`src/rtl/core/qosc_pkg.sv`:
```
`timescale 1ns / 1ps
// ============================================================================
// qosc_pkg
// Shared widths, constants, sequencer control bundle and saturation helper
// for the quadrature oscillator block.
// ============================================================================
package qosc_pkg;

    // Sample / coefficient format: signed Q2.16
    localparam int SMP_W   = 18;
    localparam int OPA_W   = 19;              // multiplier A operand (holds scale)
    localparam int PROD_W  = OPA_W + SMP_W;   // full product
    localparam int ASR_W   = PROD_W - 16;     // product after >>> 16
    localparam int SUM_W   = ASR_W + 1;       // sum of two shifted products

    localparam logic signed [SMP_W-1:0] ONE_Q16    = 18'sh10000;
    localparam logic signed [SMP_W-1:0] SAMPLE_MAX = 18'sh1FFFF;
    localparam logic signed [SMP_W-1:0] SAMPLE_MIN = 18'sh20000;
    localparam logic signed [SUM_W-1:0] SAT_HI     = 22'sd131071;
    localparam logic signed [SUM_W-1:0] SAT_LO     = -22'sd131072;
    localparam logic signed [SUM_W-1:0] ONE_HALF_Q16 = 22'sd98304;

    // Configuration register indexes
    localparam int CFG_IDX_W = 1;
    localparam logic [CFG_IDX_W-1:0] CFG_COS = 1'b0;
    localparam logic [CFG_IDX_W-1:0] CFG_SIN = 1'b1;

    // Multiplier operand selects
    typedef enum logic [2:0] {
        OPA_COS,
        OPA_SIN,
        OPA_RE,
        OPA_IM,
        OPA_SCALE
    } opa_t;

    typedef enum logic [0:0] {
        OPB_RE,
        OPB_IM
    } opb_t;

    // Per-cycle strobes from the sequencer to the datapath
    typedef struct packed {
        logic mul_en;      // latch a new product
        opa_t opa;
        opb_t opb;
        logic acc_load;    // acc <= product >>> 16
        logic tmp_rot;     // tmp <= sat(acc - product >>> 16)
        logic tmp_nrm;     // tmp <= sat(product >>> 16)
        logic scale_ld;    // scale <= 1.5 - power / 2
        logic commit_rot;  // phasor <= rotated sample
        logic commit_nrm;  // phasor <= renormalized sample
        logic restart_ld;  // phasor <= (1, 0)
    } qosc_ctl_t;

    function automatic logic signed [SMP_W-1:0] sat18(input logic signed [SUM_W-1:0] x);
        logic signed [SMP_W-1:0] r;
        if (x > SAT_HI)
            r = SAMPLE_MAX;
        else if (x < SAT_LO)
            r = SAMPLE_MIN;
        else
            r = x[SMP_W-1:0];
        return r;
    endfunction

endpackage

```
`src/rtl/core/qosc_dp.sv`:
```
`timescale 1ns / 1ps
// ============================================================================
// qosc_dp
// Shared multiply / shift / accumulate unit with phasor, scratch and scale
// registers. One product per cycle while mul_en is set, accumulated in the next cycle.
// ============================================================================
module qosc_dp
    import qosc_pkg::*;
(
    input  logic                     clk,
    input  logic                     rst_n,
    input  qosc_ctl_t                ctl,
    input  logic signed [SMP_W-1:0]  cos_coef,
    input  logic signed [SMP_W-1:0]  sin_coef,
    output logic signed [SMP_W-1:0]  smp_re,
    output logic signed [SMP_W-1:0]  smp_im
);

    logic signed [SMP_W-1:0]  re_reg, re_next;
    logic signed [SMP_W-1:0]  im_reg, im_next;
    logic signed [SMP_W-1:0]  tmp_reg;
    logic signed [OPA_W-1:0]  scale_reg;
    logic signed [ASR_W-1:0]  acc_reg;
    logic signed [PROD_W-1:0] prod_reg;

    logic signed [OPA_W-1:0]  mul_a;
    logic signed [SMP_W-1:0]  mul_b;
    logic signed [PROD_W-1:0] prod_full;
    logic signed [SUM_W-1:0]  p_ext;
    logic signed [SUM_W-1:0]  acc_ext;
    logic signed [SUM_W-1:0]  sum_add;
    logic signed [SUM_W-1:0]  sum_sub;
    logic signed [SUM_W-1:0]  scale_full;
    logic signed [SMP_W-1:0]  im_rot;
    logic signed [SMP_W-1:0]  im_nrm;

    // operand select
    always_comb
    begin
        case (ctl.opa)
            OPA_COS:   mul_a = {cos_coef[SMP_W-1], cos_coef};
            OPA_SIN:   mul_a = {sin_coef[SMP_W-1], sin_coef};
            OPA_RE:    mul_a = {re_reg[SMP_W-1], re_reg};
            OPA_IM:    mul_a = {im_reg[SMP_W-1], im_reg};
            OPA_SCALE: mul_a = scale_reg;
            default:   mul_a = '0;
        endcase
        case (ctl.opb)
            OPB_RE:  mul_b = re_reg;
            OPB_IM:  mul_b = im_reg;
            default: mul_b = '0;
        endcase
    end

    assign prod_full = mul_a * mul_b;

    // product >>> 16 and the adder
    assign p_ext      = {prod_reg[PROD_W-1], prod_reg[PROD_W-1:16]};
    assign acc_ext    = {acc_reg[ASR_W-1], acc_reg};
    assign sum_add    = acc_ext + p_ext;
    assign sum_sub    = acc_ext - p_ext;
    assign scale_full = ONE_HALF_Q16 - (sum_add >>> 1);
    assign im_rot     = sat18(sum_add);
    assign im_nrm     = sat18(p_ext);

    // outgoing sample
    assign smp_re = tmp_reg;
    assign smp_im = ctl.commit_nrm ? im_nrm : im_rot;

    // scratch registers, no reset
    always_ff @(posedge clk)
    begin
        if (ctl.mul_en)
            prod_reg <= prod_full;
        if (ctl.acc_load)
            acc_reg <= prod_reg[PROD_W-1:16];
        if (ctl.tmp_rot)
            tmp_reg <= sat18(sum_sub);
        else if (ctl.tmp_nrm)
            tmp_reg <= im_nrm;
        if (ctl.scale_ld)
            scale_reg <= scale_full[OPA_W-1:0];
    end

    // phasor update
    always_comb
    begin
        re_next = re_reg;
        im_next = im_reg;
        if (ctl.restart_ld)
        begin
            re_next = ONE_Q16;
            im_next = '0;
        end
        else if (ctl.commit_rot || ctl.commit_nrm)
        begin
            re_next = tmp_reg;
            im_next = smp_im;
        end
    end

    always_ff @(posedge clk or negedge rst_n)
    begin
        if (!rst_n)
        begin
            re_reg <= ONE_Q16;
            im_reg <= '0;
        end
        else
        begin
            re_reg <= re_next;
            im_reg <= im_next;
        end
    end

endmodule

```
`config.mk`:
```
export PLATFORM = sky130hd
export DESIGN_NAME = qosc_dp
export DESIGN_NICKNAME = d
export VERILOG_FILES = /design/src/rtl/core/qosc_pkg.sv /design/src/rtl/core/qosc_dp.sv
export SDC_FILE = /design/constraint.sdc
export NUM_CORES = 1
export LEC_CHECK = 0
export BUFFER_PORTS_ARGS = -buffer_cell sky130_fd_sc_hd__buf_4
export CAP_MARGIN = 20
export CORE_MARGIN = 8
export CORE_UTILIZATION = 55
export CTS_CLUSTER_DIAMETER = 50
export DETAILED_ROUTE_END_ITERATION = 8
export PLACE_DENSITY = 0.86
export SLEW_MARGIN = 25
export SYNTH_ARGS = -nofsm -noshare
export SYNTH_HDL_FRONTEND = slang
export SYNTH_SLANG_ARGS = --single-unit
```
`constraint.sdc`:
```
create_clock -name clk -period 6.2 [get_ports clk]
set_input_delay 0.62 -clock clk [delete_from_list [all_inputs] [get_ports clk]]
set_output_delay 0.62 -clock clk [all_outputs]
set_load 0.05 [all_outputs]
```
==> results.yml <==
min_path:
  hp-class: "in2async"
yosys:
  synthCells: 2252
  syn_avg_cell_area_um2: 9.028
  syn-num-nets: 2781
  synth-simple-area-share_pct: 13.19
  yosysWarnings: 0
  synth_xor_area_share_pct: 2.757
  ys_types: 72
  ys_async_sr_fraction_pct: 31.30
  synth_top_family_by_area: "adder cells"
  synth_edf_count: 79
  syn-cell-area_um2: 20330
  synth_flop_cell: "edfxtp_1"
  synth_compound_area_share_pct: 12.58
  synth_seq_cells: 115
  synthAdderAreaFrac_pct: 42.25
  synthMuxAreaShare_pct: 2.769
  ys_seq_area_share_pct: 16.10
cts:
  cts_tree: "built"
  insertion_delay_ps: 440
  cts.sinks: 115
  cts_buffers: 17
  clock_path_buffers: 2
  cts.clk_slew.worst_paths_ps: 70
  htreeDepth: 4
  cts_root_buffer: "clkbuf_16"
drt:
  vias: 18460
  dr.first_iter.drc_count: 1776
  wl_um: 70590
  wire_per_inst_um: 22.81
  vias_per_cell: 5.963
  firstDrtPassIters: 8
  drtAntennaViolNets: 0
  drc: 0
timing:
  setup_slack_ps: -868.0
  setup_viol: 19
  layout_min_cycle_time_ps: 7068
  final.setup_skew_ps: 14.97
  slew_headroom_pct: 32.49
  fin_crit_sh_pct: 114.0
  final-hold-violation-count: 0
  tightest_slew_ps: 1013
  rsz0062_at_grt: "true"
  max_clock_freq_ghz: 0.1415
  drv_slew: 0
floorplan:
  boundaryPins: 86
  die_w_um: 208.3
  core_um2: 36520
  dieArea_um2: 43380
  dieHeight_um: 208.3
  num_rows: 70
  start_util_pct: 55.67
grt:
  grt_use_total_pct: 32.37
  antenna_found_initial: 0
  grt_pass1_wl_um: 109000
  grt_max_degree: 56
  grt_pass1_vias: 19580
  grt_overflow: 0
worst_setup_path:
  arrival_ps: 7240
  crit_top_cell: "fa_1"
  start_kind: "primary input"
  r2r_cells: 24
  critPathMaxStageDelay_ps: 570
  crit_slowest_cell: "fa_1"
  r2r_end: "prod_reg[28]$_DFFE_PP_"
  cp-end-kind: "flip-flop"
  r2r-start: "re_reg[17]$_DFFE_PN0P_"
  r2r_slack_ps: -730
  worstPathRequired_ps: 6370
  crit_type: "in2reg"
  worst-path-max-fanout: 6
finish:
  n_antenna_cell: 0
  drive_gt1_share_pct: 24.17
  nNetsFinal: 3143
  area_growth_pct: 25.94
  final_cells: 3095
placed_design:
  gp_congestion: 1.031
  place_inst: 3005
  port_buffers: 85
  dpl.hpwl_um: 57410
  pre_cts_slack_ps: -1430
run_status:
  violations: "setup timing"
  run_status: "finished, violations left"
job:
  maxCapViolCount: 0
[cell type report]
type                    instances  area [um2]
clock inverters                14       132.6
repair buffers                441        3643
fillers                      2679       10920
clock buffers                  18       450.4
inverters                     456        1712
multi-input cells            1583       15810
well taps                     468       585.6
flip-flops and latches        115        3276
[placed cells by master, fill, tap and decap left out, drive strengths merged, types with 18 or more instances in the layout]
cell type  netlist  final
nand2b          32     32
xnor2           49     49
a221oi          24     24
inv            456    466
nand2          224    224
ha             133    133
o21ai          108    108
nor2           241    241
edfxtp          79     79
buf             14    440
nor3            19     19
clkbuf          84     19
o21a            23     23
fa             346    346
a21oi           50     50
mux2i           36     36
dfrtp           35     35
a21o            20     20
o22ai           18     18
a22o            18     18
a22oi           18     18
[routing by layer]
| metal | GRT usage, % | up-vias | share of wire [%] |
|---|---|---|---|
| li1 | - | 7959 | - |
| met1 | 39.71 | 9060 | 37 |
| met2 | 52.52 | 1115 | 46 |
| met3 | 6.012 | 323 | 8.8 |
| met4 | 20.22 | 0 | 8.1 |
| met5 | 0 | - | 0 |
[what timing repair did]
item,4_1_cts,5_1_grt
pin swaps,47,28
buffers inserted,37,20
hold buffers,0,0
endpoints found under the setup margin,21,21
resized for setup,92,59
cloned,2,1
[cells in the mapped netlist, types with 7 or more instances]
| cell type | n | area [um2] |
|---|---|---|
| a21o_1 | 20 | 150.1 |
| edfxtp_1 | 79 | 2372 |
| nor2b_1 | 14 | 87.58 |
| a221o_1 | 16 | 160.2 |
| a31oi_1 | 9 | 56.30 |
| o21ai_0 | 97 | 485.5 |
| o21a_1 | 23 | 172.7 |
| and2_1 | 8 | 50.05 |
| inv_1 | 456 | 1712 |
| o21ai_1 | 11 | 55.05 |
| nand2_1 | 224 | 840.8 |
| ha_1 | 133 | 1664 |
| a22oi_1 | 18 | 135.1 |
| xor2_1 | 15 | 131.4 |
| or3_1 | 9 | 56.30 |
| nand4_1 | 10 | 62.56 |
| a21boi_0 | 13 | 97.59 |
| nor3_1 | 19 | 95.09 |
| mux2i_1 | 36 | 360.4 |
| nor2_1 | 241 | 904.6 |
| and3_1 | 8 | 50.05 |
| a21oi_1 | 49 | 245.2 |
| dfrtp_1 | 35 | 875.8 |
| o31a_1 | 8 | 70.07 |
| a211oi_1 | 7 | 52.55 |
| mux2_2 | 16 | 180.2 |
| xnor2_1 | 49 | 429.2 |
| nand3_1 | 15 | 75.07 |
| clkbuf_1 | 84 | 315.3 |
| a22o_1 | 18 | 157.7 |
| a221oi_1 | 24 | 210.2 |
| o22ai_1 | 18 | 112.6 |
| nand2b_1 | 32 | 200.2 |
| fa_1 | 346 | 6927 |
| o211ai_1 | 7 | 52.55 |
[worst max-delay path, delay by kind of cell]
kind / cells / cell delay [ps]
AO/OA/AOI/OAI: 8 / 1540
XOR/XNOR: 1 / 90
adder cells (fa/ha/maj): 7 / 3340
buffers and inverters: 11 / 1150
AND/OR/NAND/NOR: 5 / 480
[metrics by stage]
step | cell area (um2) | setup TNS, ps | hold WS (ps) | utilization, %
floorplan | 20900 | -6431 | 324.4 | -
global placement | 23960 | -19620 | 484.2 | 65.60
detailed placement | 23960 | -22870 | 499.0 | 65.60
CTS | 25200 | -9106 | 162.2 | 69.01
global route | 25610 | -14410 | 167.9 | 70.11
finish | 25610 | -11930 | 139.0 | 70.11
[worst max-delay path by stage]
| stage | from | to | slack (ps) | cells past startpoint |
|---|---|---|---|---|
| floorplan | ctl[9] | prod_reg[36]$_DFFE_PP_ | -670 | 23 |
| global placement | ctl[10] | prod_reg[36]$_DFFE_PP_ | -1230 | 27 |
| detailed placement | ctl[10] | prod_reg[36]$_DFFE_PP_ | -1430 | 26 |
| CTS | ctl[10] | prod_reg[33]$_DFFE_PP_ | -700 | 32 |
| global route | ctl[9] | prod_reg[28]$_DFFE_PP_ | -960 | 28 |
| finish | ctl[10] | prod_reg[28]$_DFFE_PP_ | -870 | 32 |
[kinds of logic (layout without fill, tap and decap cells)]
group,after synthesis,count (layout)
buf+inv,554,929
simple gates,613,613
flops,115,115
xor+xnor,64,64
mux,53,53
compound gates,374,374
fa+ha+maj,479,479
Power is left out: the tool's default activity adds up to more than one toggle a clock period on the data nets, which glitch-free logic cannot reach.
