<file path="src/rtl/core/qosc_pkg.sv">
`timescale 1ns / 1ps
// ============================================================================
// qosc_pkg
// Shared widths, constants, sequencer control bundle and saturation helper
// for the quadrature oscillator block.
// ============================================================================
package qosc_pkg;

    // Sample / coefficient format: signed Q2.16
    localparam int SMP_W   = 18;
    localparam int OPA_W   = 19;              // multiplier A operand (holds scale)
    localparam int PROD_W  = OPA_W + SMP_W;   // full product
    localparam int ASR_W   = PROD_W - 16;     // product after >>> 16
    localparam int SUM_W   = ASR_W + 1;       // sum of two shifted products

    localparam logic signed [SMP_W-1:0] ONE_Q16    = 18'sh10000;
    localparam logic signed [SMP_W-1:0] SAMPLE_MAX = 18'sh1FFFF;
    localparam logic signed [SMP_W-1:0] SAMPLE_MIN = 18'sh20000;
    localparam logic signed [SUM_W-1:0] SAT_HI     = 22'sd131071;
    localparam logic signed [SUM_W-1:0] SAT_LO     = -22'sd131072;
    localparam logic signed [SUM_W-1:0] ONE_HALF_Q16 = 22'sd98304;

    // Configuration register indexes
    localparam int CFG_IDX_W = 1;
    localparam logic [CFG_IDX_W-1:0] CFG_COS = 1'b0;
    localparam logic [CFG_IDX_W-1:0] CFG_SIN = 1'b1;

    // Multiplier operand selects
    typedef enum logic [2:0] {
        OPA_COS,
        OPA_SIN,
        OPA_RE,
        OPA_IM,
        OPA_SCALE
    } opa_t;

    typedef enum logic [0:0] {
        OPB_RE,
        OPB_IM
    } opb_t;

    // Per-cycle strobes from the sequencer to the datapath
    typedef struct packed {
        logic mul_en;      // latch a new product
        opa_t opa;
        opb_t opb;
        logic acc_load;    // acc <= product >>> 16
        logic tmp_rot;     // tmp <= sat(acc - product >>> 16)
        logic tmp_nrm;     // tmp <= sat(product >>> 16)
        logic scale_ld;    // scale <= 1.5 - power / 2
        logic commit_rot;  // phasor <= rotated sample
        logic commit_nrm;  // phasor <= renormalized sample
        logic restart_ld;  // phasor <= (1, 0)
    } qosc_ctl_t;

    function automatic logic signed [SMP_W-1:0] sat18(input logic signed [SUM_W-1:0] x);
        logic signed [SMP_W-1:0] r;
        if (x > SAT_HI)
            r = SAMPLE_MAX;
        else if (x < SAT_LO)
            r = SAMPLE_MIN;
        else
            r = x[SMP_W-1:0];
        return r;
    endfunction

endpackage

</file>
<file path="src/rtl/core/qosc_ctrl.sv">
`timescale 1ns / 1ps
// ============================================================================
// qosc_ctrl
// Sequencer: steps the shared unit through rotation, power, renormalization
// and sample emission, and counts samples within the block.
// ============================================================================
module qosc_ctrl
    import qosc_pkg::*;
#(
    parameter int SAMPLES_PER_BLOCK = 32
)
(
    input  logic       clk,
    input  logic       rst_n,
    input  logic       req_valid,
    input  logic       req_restart,
    output logic       req_ready,
    input  logic       out_free,
    output qosc_ctl_t  ctl,
    output logic       emit,
    output logic       last
);

    localparam int CNT_W = (SAMPLES_PER_BLOCK > 1) ? $clog2(SAMPLES_PER_BLOCK) : 1;
    localparam logic [CNT_W-1:0] CNT_LAST = CNT_W'(SAMPLES_PER_BLOCK - 1);

    typedef enum logic [12:0] {
        S_IDLE = 13'b0000000000001,
        S_ROT0 = 13'b0000000000010,
        S_ROT1 = 13'b0000000000100,
        S_ROT2 = 13'b0000000001000,
        S_ROT3 = 13'b0000000010000,
        S_ROT4 = 13'b0000000100000,
        S_PWR0 = 13'b0000001000000,
        S_PWR1 = 13'b0000010000000,
        S_PWR2 = 13'b0000100000000,
        S_NRM0 = 13'b0001000000000,
        S_NRM1 = 13'b0010000000000,
        S_NRM2 = 13'b0100000000000,
        S_SPARE = 13'b1000000000000
    } state_t;

    state_t           state_reg, state_next;
    logic [CNT_W-1:0] cnt_reg, cnt_next;
    logic             first_reg, first_next;

    assign last = (cnt_reg == CNT_LAST);

    always_comb
    begin
        state_next = state_reg;
        cnt_next   = cnt_reg;
        first_next = first_reg;
        req_ready  = 1'b0;
        emit       = 1'b0;
        ctl        = '0;
        ctl.opa    = OPA_COS;
        ctl.opb    = OPB_RE;

        case (state_reg)
            S_IDLE:
            begin
                req_ready = 1'b1;
                if (req_valid)
                begin
                    ctl.restart_ld = req_restart;
                    first_next     = 1'b1;
                    cnt_next       = '0;
                    state_next     = S_ROT0;
                end
            end
            // rotation: re' = c*re - s*im, im' = s*re + c*im
            S_ROT0:
            begin
                ctl.mul_en = 1'b1;
                state_next = S_ROT1;
            end
            S_ROT1:
            begin
                ctl.mul_en   = 1'b1;
                ctl.opa      = OPA_SIN;
                ctl.opb      = OPB_IM;
                ctl.acc_load = 1'b1;
                state_next   = S_ROT2;
            end
            S_ROT2:
            begin
                ctl.mul_en  = 1'b1;
                ctl.opa     = OPA_SIN;
                ctl.tmp_rot = 1'b1;
                state_next  = S_ROT3;
            end
            S_ROT3:
            begin
                ctl.mul_en   = 1'b1;
                ctl.opb      = OPB_IM;
                ctl.acc_load = 1'b1;
                state_next   = S_ROT4;
            end
            S_ROT4:
            begin
                if (first_reg)
                begin
                    ctl.commit_rot = 1'b1;
                    state_next     = S_PWR0;
                end
                else if (out_free)
                begin
                    ctl.commit_rot = 1'b1;
                    emit           = 1'b1;
                    cnt_next       = cnt_reg + 1'b1;
                    state_next     = last ? S_IDLE : S_ROT0;
                end
            end
            // power = re^2 + im^2, scale = 1.5 - power/2
            S_PWR0:
            begin
                ctl.mul_en = 1'b1;
                ctl.opa    = OPA_RE;
                state_next = S_PWR1;
            end
            S_PWR1:
            begin
                ctl.mul_en   = 1'b1;
                ctl.opa      = OPA_IM;
                ctl.opb      = OPB_IM;
                ctl.acc_load = 1'b1;
                state_next   = S_PWR2;
            end
            S_PWR2:
            begin
                ctl.scale_ld = 1'b1;
                state_next   = S_NRM0;
            end
            // first sample scaled by the renormalization factor
            S_NRM0:
            begin
                ctl.mul_en = 1'b1;
                ctl.opa    = OPA_SCALE;
                state_next = S_NRM1;
            end
            S_NRM1:
            begin
                ctl.mul_en  = 1'b1;
                ctl.opa     = OPA_SCALE;
                ctl.opb     = OPB_IM;
                ctl.tmp_nrm = 1'b1;
                state_next  = S_NRM2;
            end
            S_NRM2:
            begin
                if (out_free)
                begin
                    ctl.commit_nrm = 1'b1;
                    emit           = 1'b1;
                    first_next     = 1'b0;
                    cnt_next       = cnt_reg + 1'b1;
                    state_next     = last ? S_IDLE : S_ROT0;
                end
            end
            default:
            begin
                state_next = S_IDLE;
            end
        endcase
    end

    always_ff @(posedge clk or negedge rst_n)
    begin
        if (!rst_n)
        begin
            state_reg <= S_IDLE;
            cnt_reg   <= '0;
            first_reg <= 1'b0;
        end
        else
        begin
            state_reg <= state_next;
            cnt_reg   <= cnt_next;
            first_reg <= first_next;
        end
    end

endmodule

</file>
<file path="config.mk">
export PLATFORM = sky130hd
export DESIGN_NAME = qosc_ctrl
export DESIGN_NICKNAME = d
export VERILOG_FILES = /design/src/rtl/core/qosc_pkg.sv /design/src/rtl/core/qosc_ctrl.sv
export SDC_FILE = /design/constraint.sdc
export NUM_CORES = 1
export LEC_CHECK = 0
export ABC_AREA = 1
export BUFFER_PORTS_ARGS = -buffer_cell sky130_fd_sc_hd__buf_4
export CORE_MARGIN = 4
export CORE_UTILIZATION = 41
export DETAILED_ROUTE_END_ITERATION = 8
export GPL_TIMING_DRIVEN = 0
export MAX_ROUTING_LAYER = met4
export PLACE_DENSITY = 0.69
export SLEW_MARGIN = 40
export SYNTH_ARGS = -nofsm -noshare
export SYNTH_HDL_FRONTEND = slang
export SYNTH_SLANG_ARGS = --single-unit
export TNS_END_PERCENT = 10
</file>
<file path="constraint.sdc">
create_clock -name clk -period 2.3 [get_ports clk]
set_input_delay 0.115 -clock clk [delete_from_list [all_inputs] [get_ports clk]]
set_output_delay 0.115 -clock clk [all_outputs]
set_load 0.03 [all_outputs]
</file>
==> results of run 1 <==
stage by stage:
step	utilization	hold slack, ps	cells
2_1_floorplan	-	-181	170
3_3_place_gp	0.506	3.80	220
3_5_place_dp	0.506	5.36	220
4_1_cts	0.518	39.6	225
5_1_grt	0.518	38.8	225
6_report	0.518	40.9	225
layout by cell type (no fill, tap or decap):
cell type	Yosys	routed
sky130_fd_sc_hd__nand4_1	1	1
sky130_fd_sc_hd__nand2_1	43	43
sky130_fd_sc_hd__or2_4	1	1
sky130_fd_sc_hd__nor2_4	7	7
sky130_fd_sc_hd__buf_4	0	19
sky130_fd_sc_hd__dfstp_2	1	1
sky130_fd_sc_hd__nor2_8	1	1
sky130_fd_sc_hd__nand3_1	17	17
sky130_fd_sc_hd__nor2_2	1	1
sky130_fd_sc_hd__o2111ai_1	1	1
sky130_fd_sc_hd__a21oi_1	1	1
sky130_fd_sc_hd__dlygate4sd3_1	0	1
sky130_fd_sc_hd__o21ai_1	3	3
sky130_fd_sc_hd__o21ai_0	3	3
sky130_fd_sc_hd__conb_1	1	1
sky130_fd_sc_hd__clkbuf_1	0	1
sky130_fd_sc_hd__inv_2	4	4
sky130_fd_sc_hd__nor2_1	22	22
sky130_fd_sc_hd__nand2_2	6	6
sky130_fd_sc_hd__inv_1	29	29
sky130_fd_sc_hd__ha_1	3	3
sky130_fd_sc_hd__dfrtp_1	18	18
sky130_fd_sc_hd__nand2_4	6	6
sky130_fd_sc_hd__xnor2_1	1	1
sky130_fd_sc_hd__clkbuf_4	0	3
metal layers:
layer,track usage,vias to the layer above
met5,-,-
met4,0.0539,0
met3,0.0409,5
met2,0.254,12
met1,0.157,509
li1,-,559
final timing paths:
path                                           from                       end  slack [ps]  cells past startpoint
setup / recovery           state_reg[1]$_DFFE_PN0P_                      emit         410                      8
hold / removal                            req_valid     first_reg$_DFFE_PN0P_          40                      3
setup reg to reg           state_reg[0]$_DFFE_PN1P_    cnt_reg[0]$_DFFE_PN0P_         770                     11
hold reg to reg              cnt_reg[4]$_DFFE_PN0P_    cnt_reg[4]$_DFFE_PN0P_         530                      2
max in group asynchronous                     rst_n  state_reg[0]$_DFFE_PN1P_        1820                      2
min in group asynchronous                     rst_n  state_reg[4]$_DFFE_PN0P_         210                      2
worst reg2reg max path: stages (launching register included):
cell	delay [ps]
sky130_fd_sc_hd__dfstp_2	550
sky130_fd_sc_hd__inv_1	60
sky130_fd_sc_hd__nor2_1	80
sky130_fd_sc_hd__nand2_1	80
sky130_fd_sc_hd__nor2_4	100
sky130_fd_sc_hd__nand2_4	70
sky130_fd_sc_hd__or2_4	240
sky130_fd_sc_hd__nand2_2	60
sky130_fd_sc_hd__inv_2	50
sky130_fd_sc_hd__nand2_4	70
sky130_fd_sc_hd__nand2_1	50
sky130_fd_sc_hd__nand2_1	50
kinds of logic after synthesis:
kind of cell	count (synthesis)	synth area share
buf+inv	33	0.0992
fa+ha+maj	3	0.0301
simple gates	105	0.444
flops	19	0.382
other cells	1	0.00300
xor+xnor	1	0.00702
compound gates	8	0.0351
power groups by stage:
stage / logic, W / registers (W) / clock network [W]
finish: 0.000120 / 0.000348 / 0.000172
global route: 0.000134 / 0.000350 / 0.000197
floorplan: 0.0000873 / 0.000354 / 0
detailed placement: 0.000120 / 0.000355 / 0
CTS: 0.000121 / 0.000348 / 0.000175
global placement: 0.000118 / 0.000355 / 0
cell type report:
type	count	area, um^2	area share
multi-input combinational	118	648	0.442
sequential	19	477	0.325
timing repair buffer	20	153	0.104
inverter	33	124	0.0845
tap	31	38.8	0.0265
clock buffer	4	26.3	0.0179
repair_timing:
item                                   in CTS  in global routing
setup buffers                               0                  0
hold buffers                                1                  0
endpoints found under the hold margin      19                  0
setup endpoints to repair                   0                  0
==> results.toml, run 1 <==
[critical_path]
critical-path-max-stage-delay_ps = 450
maximum_net_fanout_on_the_critical_path = 5
cpLargestDelayFamily = "simple AND/OR/NAND/NOR gates"
crit_top_cell = "sky130_fd_sc_hd__nand2_2"
worstSetupEndpointType = "output pin"
crit_type = "flip-flop to output pin"
critPathBufInv = 1
crit_arrival_ps = 1770
startpoint_type = "flip-flop"
worst-endpoint-required_ps = 2180
critical_path.cell_chain = "nor2_2, nand2_2, nor2_1, nand2_2, nand2_4, nand2_2, nor2_4, buf_4"
slowest_stage_cell_crit_path = "sky130_fd_sc_hd__dfrtp_1"

[timing]
final_critical_path_share_of_the_clock_period = 0.821
hold_viol = 0
final_sum_of_negative_setup_slack_ps = 0
timing.fmax_mhz = 529
post-route-min-period_ps = 1890
fin_skew_ps = 1.00
timing_max_transition_violations_final = 0
setup_slack_ps = 411
rsz_0062_raised_after_global_routing = "no"
setup_viol_count_final = 0

[grt]
grt_start_max_net_pins = 20
globalRouteTotalUtil = 0.145
grt_pass1_vias = 1080
grt-ovfl-total = 0
grt_pass1_wl_mm = 4.53
antenna_found_initial = 0

[routing]
drcViolationCount = 0
route.top_layer_used = "met4"
num_vias = 1085
first_iter_violations = 35
met2RoutedLength_mm = 1.26
detail_route.vias_per_cell = 4.82
drt_pass1_iterations = 4
route.antenna.remaining_nets = 0
detailroute.wirelength.met3_um = 94
totalWireLength_mm = 2.49
drt-wirelength-per-cell_um = 11.1
wirelength_met1_mm = 1.09

[yosys]
syn_area_per_cell_um2 = 7.35
yosys.cell_count.top_type = "sky130_fd_sc_hd__nand2_1"
ys.flop_type = "sky130_fd_sc_hd__dfrtp_1"
area_fraction_of_the_dominant_cell_type_after_synthesis = 0.361
total_of_flip_flops_plus_latches_after_synthesis = 19
synth_seq_area_share = 0.382
async_reset_ff_frac = 1.00
synthTopCellsByArea = "sky130_fd_sc_hd__dfrtp_1, sky130_fd_sc_hd__nand2_1, sky130_fd_sc_hd__inv_1"
synth-edff-count = 0
synth_commonest_cells = "sky130_fd_sc_hd__nand2_1, sky130_fd_sc_hd__inv_1, sky130_fd_sc_hd__nor2_1"
top_cell_type_by_total_area_after_synthesis = "sky130_fd_sc_hd__dfrtp_1"
synth_cells = 170
net_count_after_synthesis = 178
mappedNetlistArea_mm2 = 0.00125
yosysUniqueCellTypes = 21
synth.yosys.warnings = 0

[power]
vdd_drop_max_mv = 0.185
pwr-share-seq = 0.545
power.switching_fraction = 0.295
cellInternalPower_w = 0.000451
clkPwrFrac = 0.268
power_leakage_nw = 0.901
p_sw_w = 0.000188
power_density_mw_per_mm2 = 436
comb_power_share = 0.187
total_power_w = 0.000639

[cells_and_area]
insertedDiodeCount = 0
largest_register_ff_count = 13
drive_above_1_share = 0.253
layout_overhead_on_the_synthesized_area_pct = 17.4
layout.cell_area.non_filler_mm2 = 0.00147
fin_nets = 203
fillCellCount = 299

[cts]
cts.root.buffer_cell = "sky130_fd_sc_hd__clkbuf_4"
cts_tree = "built"
clock_latency_ps = 300
cts_max_path_buffers = 2
ctsHtreeMaxLevel = 1
tritoncts.num_buffers = 3
ctsResizeCount = 0
cts_sinks = 19
worst_setup_hold_path_clk_slew_ps = 110

[placed_design]
dp_slack_ps = 740
numPortBuffers = 19
globalplace.congestion = 0.887
placed_area_mm2 = 0.00143
hpwl_mm = 2.02

[floorplanning]
die-height_um = 63.2
placementRows = 19
floorplan.core_area_mm2 = 0.00283
die-width_um = 63.2
start_util = 0.441
top_level_ports = 20
dieArea_mm2 = 0.00399

[status]
run_status = "finished, final reports clean"

[hold_path]
hp-class = "input port to flip-flop"

[job]
max-cap-violations = 0
Power figures use the tool's default switching activity.
==> inputs of run 2 (changes only) <==
Settings changed: PLACE_DENSITY 0.69 to 0.71.
Clock period 2.3 ns to 1.7 ns, I/O delays scaled along.
==> run 2 against run 1 <==
Compared with the run above: the run now ends with setup timing left; clock skew grew 12 ps; routed wire length is 13% higher; clock power is 33% higher; power is 40% higher; register-to-register slack got worse by 690 ps; first-iteration DRC count increased by 69%; final area is 12% higher; die area is the same; sequential cell count is the same; highest routed layer unchanged; critical endpoint unchanged; combinational power rose by 63%; worst hold slack better by 18 ps; worst setup slack worse by 500 ps.
==> results.toml, run 2 (same netlist as run 1, synthesis figures left out) <==
[job]
max-cap-violations = 0

[cts]
cts_max_path_buffers = 2
tritoncts.num_buffers = 3
worst_setup_hold_path_clk_slew_ps = 110
clock_latency_ps = 300
ctsHtreeMaxLevel = 1
cts_tree = "built"
cts.root.buffer_cell = "sky130_fd_sc_hd__clkbuf_4"
cts_sinks = 19

[power]
vdd_drop_max_mv = 0.464
p_sw_w = 0.000268
power.switching_fraction = 0.300
clkPwrFrac = 0.256
cellInternalPower_w = 0.000626
power_leakage_nw = 0.977
total_power_w = 0.000894
comb_power_share = 0.219
pwr-share-seq = 0.525
power_density_mw_per_mm2 = 546

[timing]
rsz_0062_raised_after_global_routing = "yes"
setup_viol_count_final = 5
hold_viol = 0
final_sum_of_negative_setup_slack_ps = -298
post-route-min-period_ps = 1790
fin_skew_ps = 12.7
final_critical_path_share_of_the_clock_period = 1.05
timing_max_transition_violations_final = 0
setup_slack_ps = -90.0
timing.fmax_mhz = 559

[placed_design]
placed_area_mm2 = 0.00143
dp.cells = 220
numPortBuffers = 19
globalplace.congestion = 0.902
hpwl_mm = 2.00

[hold_path]
min_delay_path_depth = 3
hp-class = "input port to flip-flop"

[status]
failed_checks = "setup timing"
run_status = "finished with violations"

[floorplanning]
start_util = 0.441
placementRows = 19
top_level_ports = 20
die-height_um = 63.2
die-width_um = 63.2
dieArea_mm2 = 0.00399
floorplan.core_area_mm2 = 0.00283

[cells_and_area]
layout.cell_area.non_filler_mm2 = 0.00164
layout_overhead_on_the_synthesized_area_pct = 31.2
layout.cells.most_common_list = "sky130_fd_sc_hd__nand2_1, sky130_fd_sc_hd__inv_1, sky130_fd_sc_hd__buf_4"
final_cells = 237
largest_register_ff_count = 13
final_util = 0.579
fin_nets = 215
drive_above_1_share = 0.364
insertedDiodeCount = 0
final_common_cell = "sky130_fd_sc_hd__nand2_1"

[routing]
drt_pass1_iterations = 4
detail_route.vias_per_cell = 4.92
drt-wirelength-per-cell_um = 11.8
route.antenna.remaining_nets = 0
totalWireLength_mm = 2.80
num_vias = 1165
first_iter_violations = 59
drcViolationCount = 0

[grt]
grt_pass1_vias = 1124
grt_pass1_wl_mm = 4.96
globalRouteTotalUtil = 0.157
grt-ovfl-total = 0
grt_start_max_net_pins = 20
antenna_found_initial = 0

[critical_path]
startpoint_type = "flip-flop"
crit_type = "flip-flop to output pin"
crit_arrival_ps = 1710
maximum_net_fanout_on_the_critical_path = 4
r2r.worst_path.cells = 11
worst-endpoint-required_ps = 1620
worstSetupEndpointType = "output pin"
## run 2: changes by cell type in the layout (fill, tap and decap cells not counted), sizes merged
cell | before | now
buf | 19 | 30
nor2 | 31 | 32
## run 2: power by group through the flow
| stage | sequential [W] | combinational, W | clock [W] |
|---|---|---|---|
| after floorplan | 0.000478 | 0.000119 | 0 |
| after global placement | 0.000480 | 0.000160 | 0 |
| after detailed placement | 0.000480 | 0.000162 | 0 |
| after CTS | 0.000470 | 0.000187 | 0.000238 |
| after global routing | 0.000471 | 0.000216 | 0.000251 |
| final | 0.000469 | 0.000196 | 0.000229 |
## run 2: final cells by class
class / count / area [um^2]
flip-flops and latches: 19 / 478
well taps: 31 / 38.8
repair buffers: 31 / 254
fillers: 257 / 1190
clock buffers: 4 / 26.3
multi-input cells: 119 / 717
inverters: 33 / 124
## run 2: per-layer routing
layer	share of wire	track usage
met3	0.048	0.0373
met4	0.010	0.0243
met2	0.54	0.289
met1	0.40	0.177
met5	0	-
## run 2: critical path, cell delays in order (launching register included)
cell and delay, ps:
sky130_fd_sc_hd__dfrtp_1 430, sky130_fd_sc_hd__nor2_4 160, sky130_fd_sc_hd__nand2_4 90, sky130_fd_sc_hd__nor2_4 200, sky130_fd_sc_hd__nand2_4 100, sky130_fd_sc_hd__nand2_4 100
sky130_fd_sc_hd__nand2_4 60, sky130_fd_sc_hd__nor2_4 120, sky130_fd_sc_hd__buf_6 140
## run 2: through the flow
step / setup slack [ps] / hold WS [ps]
2_1_floorplan: 32.6 / -211
3_3_place_gp: 171 / -29.4
3_5_place_dp: 172 / -29.0
4_1_cts: -74.2 / 42.0
5_1_grt: -190 / 57.6
6_report: -90.0 / 58.8
## run 2: timing repair
item                                   in CTS  in global routing
resized for setup                          13                 10
setup endpoints to repair                   7                 18
buffers inserted                           11                  0
hold buffers                                1                  0
endpoints found under the hold margin      19                  0
pin swaps                                   7                  5
gates cloned                                0                  1
## run 2: worst paths after layout
kind	from	endpoint	slack (ps)
setup reg to reg	state_reg[5]$_DFFE_PN0P_	cnt_reg[0]$_DFFE_PN0P_	80
min in group asynchronous	rst_n	state_reg[5]$_DFFE_PN0P_	180
hold reg to reg	cnt_reg[3]$_DFFE_PN0P_	cnt_reg[3]$_DFFE_PN0P_	520
max in group asynchronous	rst_n	state_reg[0]$_DFFE_PN1P_	1260
hold / removal	req_valid	first_reg$_DFFE_PN0P_	60
setup / recovery	state_reg[5]$_DFFE_PN0P_	emit	-90
==> inputs of run 3 (changes only) <==
Settings changed: CORE_UTILIZATION 41 to 35, PLACE_DENSITY 0.71 to 0.64, TNS_END_PERCENT 10 to not set.
==> run 3 against run 2 <==
Compared with the run above: die area is 15% higher; sequential power up 0.9%; the flow still finishes with violations (setup timing); routed wire length is 11% higher; global-route usage is 1.5 points lower; largest power group unchanged.
==> results.toml, run 3 (same netlist as run 1, synthesis figures left out) <==
[status]
run_status = "finished with violations"
failed_checks = "setup timing"

[cts]
cts.root.buffer_cell = "sky130_fd_sc_hd__clkbuf_4"
cts_tree = "built"
clock_latency_ps = 290
ctsHtreeMaxLevel = 1
tritoncts.num_buffers = 3
cts_max_path_buffers = 2
worst_setup_hold_path_clk_slew_ps = 110
cts_sinks = 19

[timing]
timing_max_transition_violations_final = 0
setup_viol_count_final = 10
fin_skew_ps = 1.96
final_critical_path_share_of_the_clock_period = 1.03
rsz_0062_raised_after_global_routing = "yes"
hold_viol = 0
setup_slack_ps = -57.7
timing.fmax_mhz = 569
post-route-min-period_ps = 1760

[cells_and_area]
sequential_cell_area_um2 = 478
final_util = 0.563
final_common_cell = "sky130_fd_sc_hd__buf_4"
fillCellCount = 308
final_cells = 268
fin_nets = 231
largest_register_ff_count = 13
layout.cells.most_common_list = "sky130_fd_sc_hd__buf_4, sky130_fd_sc_hd__nand2_1, sky130_fd_sc_hd__inv_1"
drive_above_1_share = 0.509
layout_overhead_on_the_synthesized_area_pct = 52.9
multiInputGateArea_um2 = 821
insertedDiodeCount = 0

[floorplanning]
top_level_ports = 20
dieArea_mm2 = 0.00459
die-height_um = 67.7
die-width_um = 67.7
start_util = 0.368
floorplan.core_area_mm2 = 0.00339
placementRows = 21

[critical_path]
crit_arrival_ps = 1670
crit_type = "flip-flop to output pin"
maximum_net_fanout_on_the_critical_path = 5
critical_path.cell_chain = "nor2_4, nand2_4, nor2_4, nand2_4, nand2_4, nand2_4, nor2_4, buf_6"
critical-path-max-stage-delay_ps = 420
crit_top_cell = "sky130_fd_sc_hd__nand2_4"
startpoint_type = "flip-flop"
worstSetupEndpointType = "output pin"
slowest_stage_cell_crit_path = "sky130_fd_sc_hd__dfrtp_1"
worst-endpoint-required_ps = 1620

[routing]
drt-wirelength-per-cell_um = 11.6
first_iter_violations = 33
num_vias = 1196
drcViolationCount = 0
drt_pass1_iterations = 4
route.antenna.remaining_nets = 0
totalWireLength_mm = 3.10
detail_route.vias_per_cell = 4.46

[power]
vdd_drop_max_mv = 0.331
power_leakage_nw = 1.12
power_density_mw_per_mm2 = 491

[grt]
grt-ovfl-total = 0
grt_pass1_vias = 1161
grt_start_max_net_pins = 20
antenna_found_initial = 0
globalRouteTotalUtil = 0.143
grt_pass1_wl_mm = 4.88

[placed_design]
hpwl_mm = 2.02
globalplace.congestion = 0.829
dp.cells = 235
numPortBuffers = 19

[job]
max-cap-violations = 0

[hold_path]
hp-class = "input port to flip-flop"
[run 3: cell count changes in the layout (fill, tap and decap cells not counted), sizes merged]
cell / before / now
buf: 30 / 46
[run 3: cell type report]
| class | count | area share |
|---|---|---|
| multi-input cells | 119 | 0.430 |
| flip-flops and latches | 19 | 0.250 |
| repair buffers | 47 | 0.210 |
| inverters | 33 | 0.0662 |
| well taps | 46 | 0.0301 |
| clock buffers | 4 | 0.0138 |
[run 3: worst paths after layout]
| kind | start | to | slack, ps | depth (start not counted) |
|---|---|---|---|---|
| max | state_reg[6]$_DFFE_PN0P_ | emit | -60 | 8 |
| min | req_valid | first_reg$_DFFE_PN0P_ | 40 | 3 |
| max reg2reg | state_reg[0]$_DFFE_PN1P_ | cnt_reg[0]$_DFFE_PN0P_ | -40 | 12 |
| min reg2reg | cnt_reg[4]$_DFFE_PN0P_ | cnt_reg[4]$_DFFE_PN0P_ | 530 | 2 |
| max in group asynchronous | rst_n | state_reg[0]$_DFFE_PN1P_ | 1240 | 2 |
| min in group asynchronous | rst_n | cnt_reg[4]$_DFFE_PN0P_ | 190 | 2 |
[run 3: where the power goes]
group | internal [W] | switching (W)
Sequential | 0.000463 | 0.00000993
Clock | 0.0000913 | 0.000138
Combinational | 0.0000929 | 0.000142
Total | 0.000648 | 0.000290
[run 3: per-stage QoR]
step / setup WS [ps] / total power, W / hold WS (ps) / TNS [ps] / area (um^2)
after detailed placement: 127 / 0.000644 / -22.9 / 0 / 1450
after global routing: -159 / 0.000993 / 23.9 / -1530 / 1910
final: -57.7 / 0.000938 / 40.8 / -251 / 1910
after global placement: 107 / 0.000642 / -24.3 / 0 / 1450
after floorplan: 32.6 / 0.000597 / -211 / 0 / 1250
after CTS: -70.2 / 0.000906 / 25.6 / -200 / 1660
[run 3: timing repair]
action / 4_1_cts / 5_1_grt
hold buffers: 1 / 0
buffers inserted: 12 / 15
endpoints found under the hold margin: 19 / 0
setup endpoints to repair: 7 / 16
pin swaps: 10 / 22
cloned: 1 / 0
gates resized for setup: 19 / 42
[run 3: worst max-delay path, delay by kind of cell, from the launching register on]
family | cells | cell delay [ps]
DFF | 1 | 420
and+or+nand+nor | 7 | 810
buffers and inverters | 1 | 140
[run 3: routing by layer]
metal / GRT usage / up-vias / share of wire / routed length [um]
met3: 0.0366 / 4 / 0.024 / 76
met1: 0.165 / 559 / 0.43 / 1320
met4: 0.0304 / 0 / 0.015 / 46
li1: - / 617 / - / -
met5: - / - / 0 / 0
met2: 0.247 / 16 / 0.53 / 1660
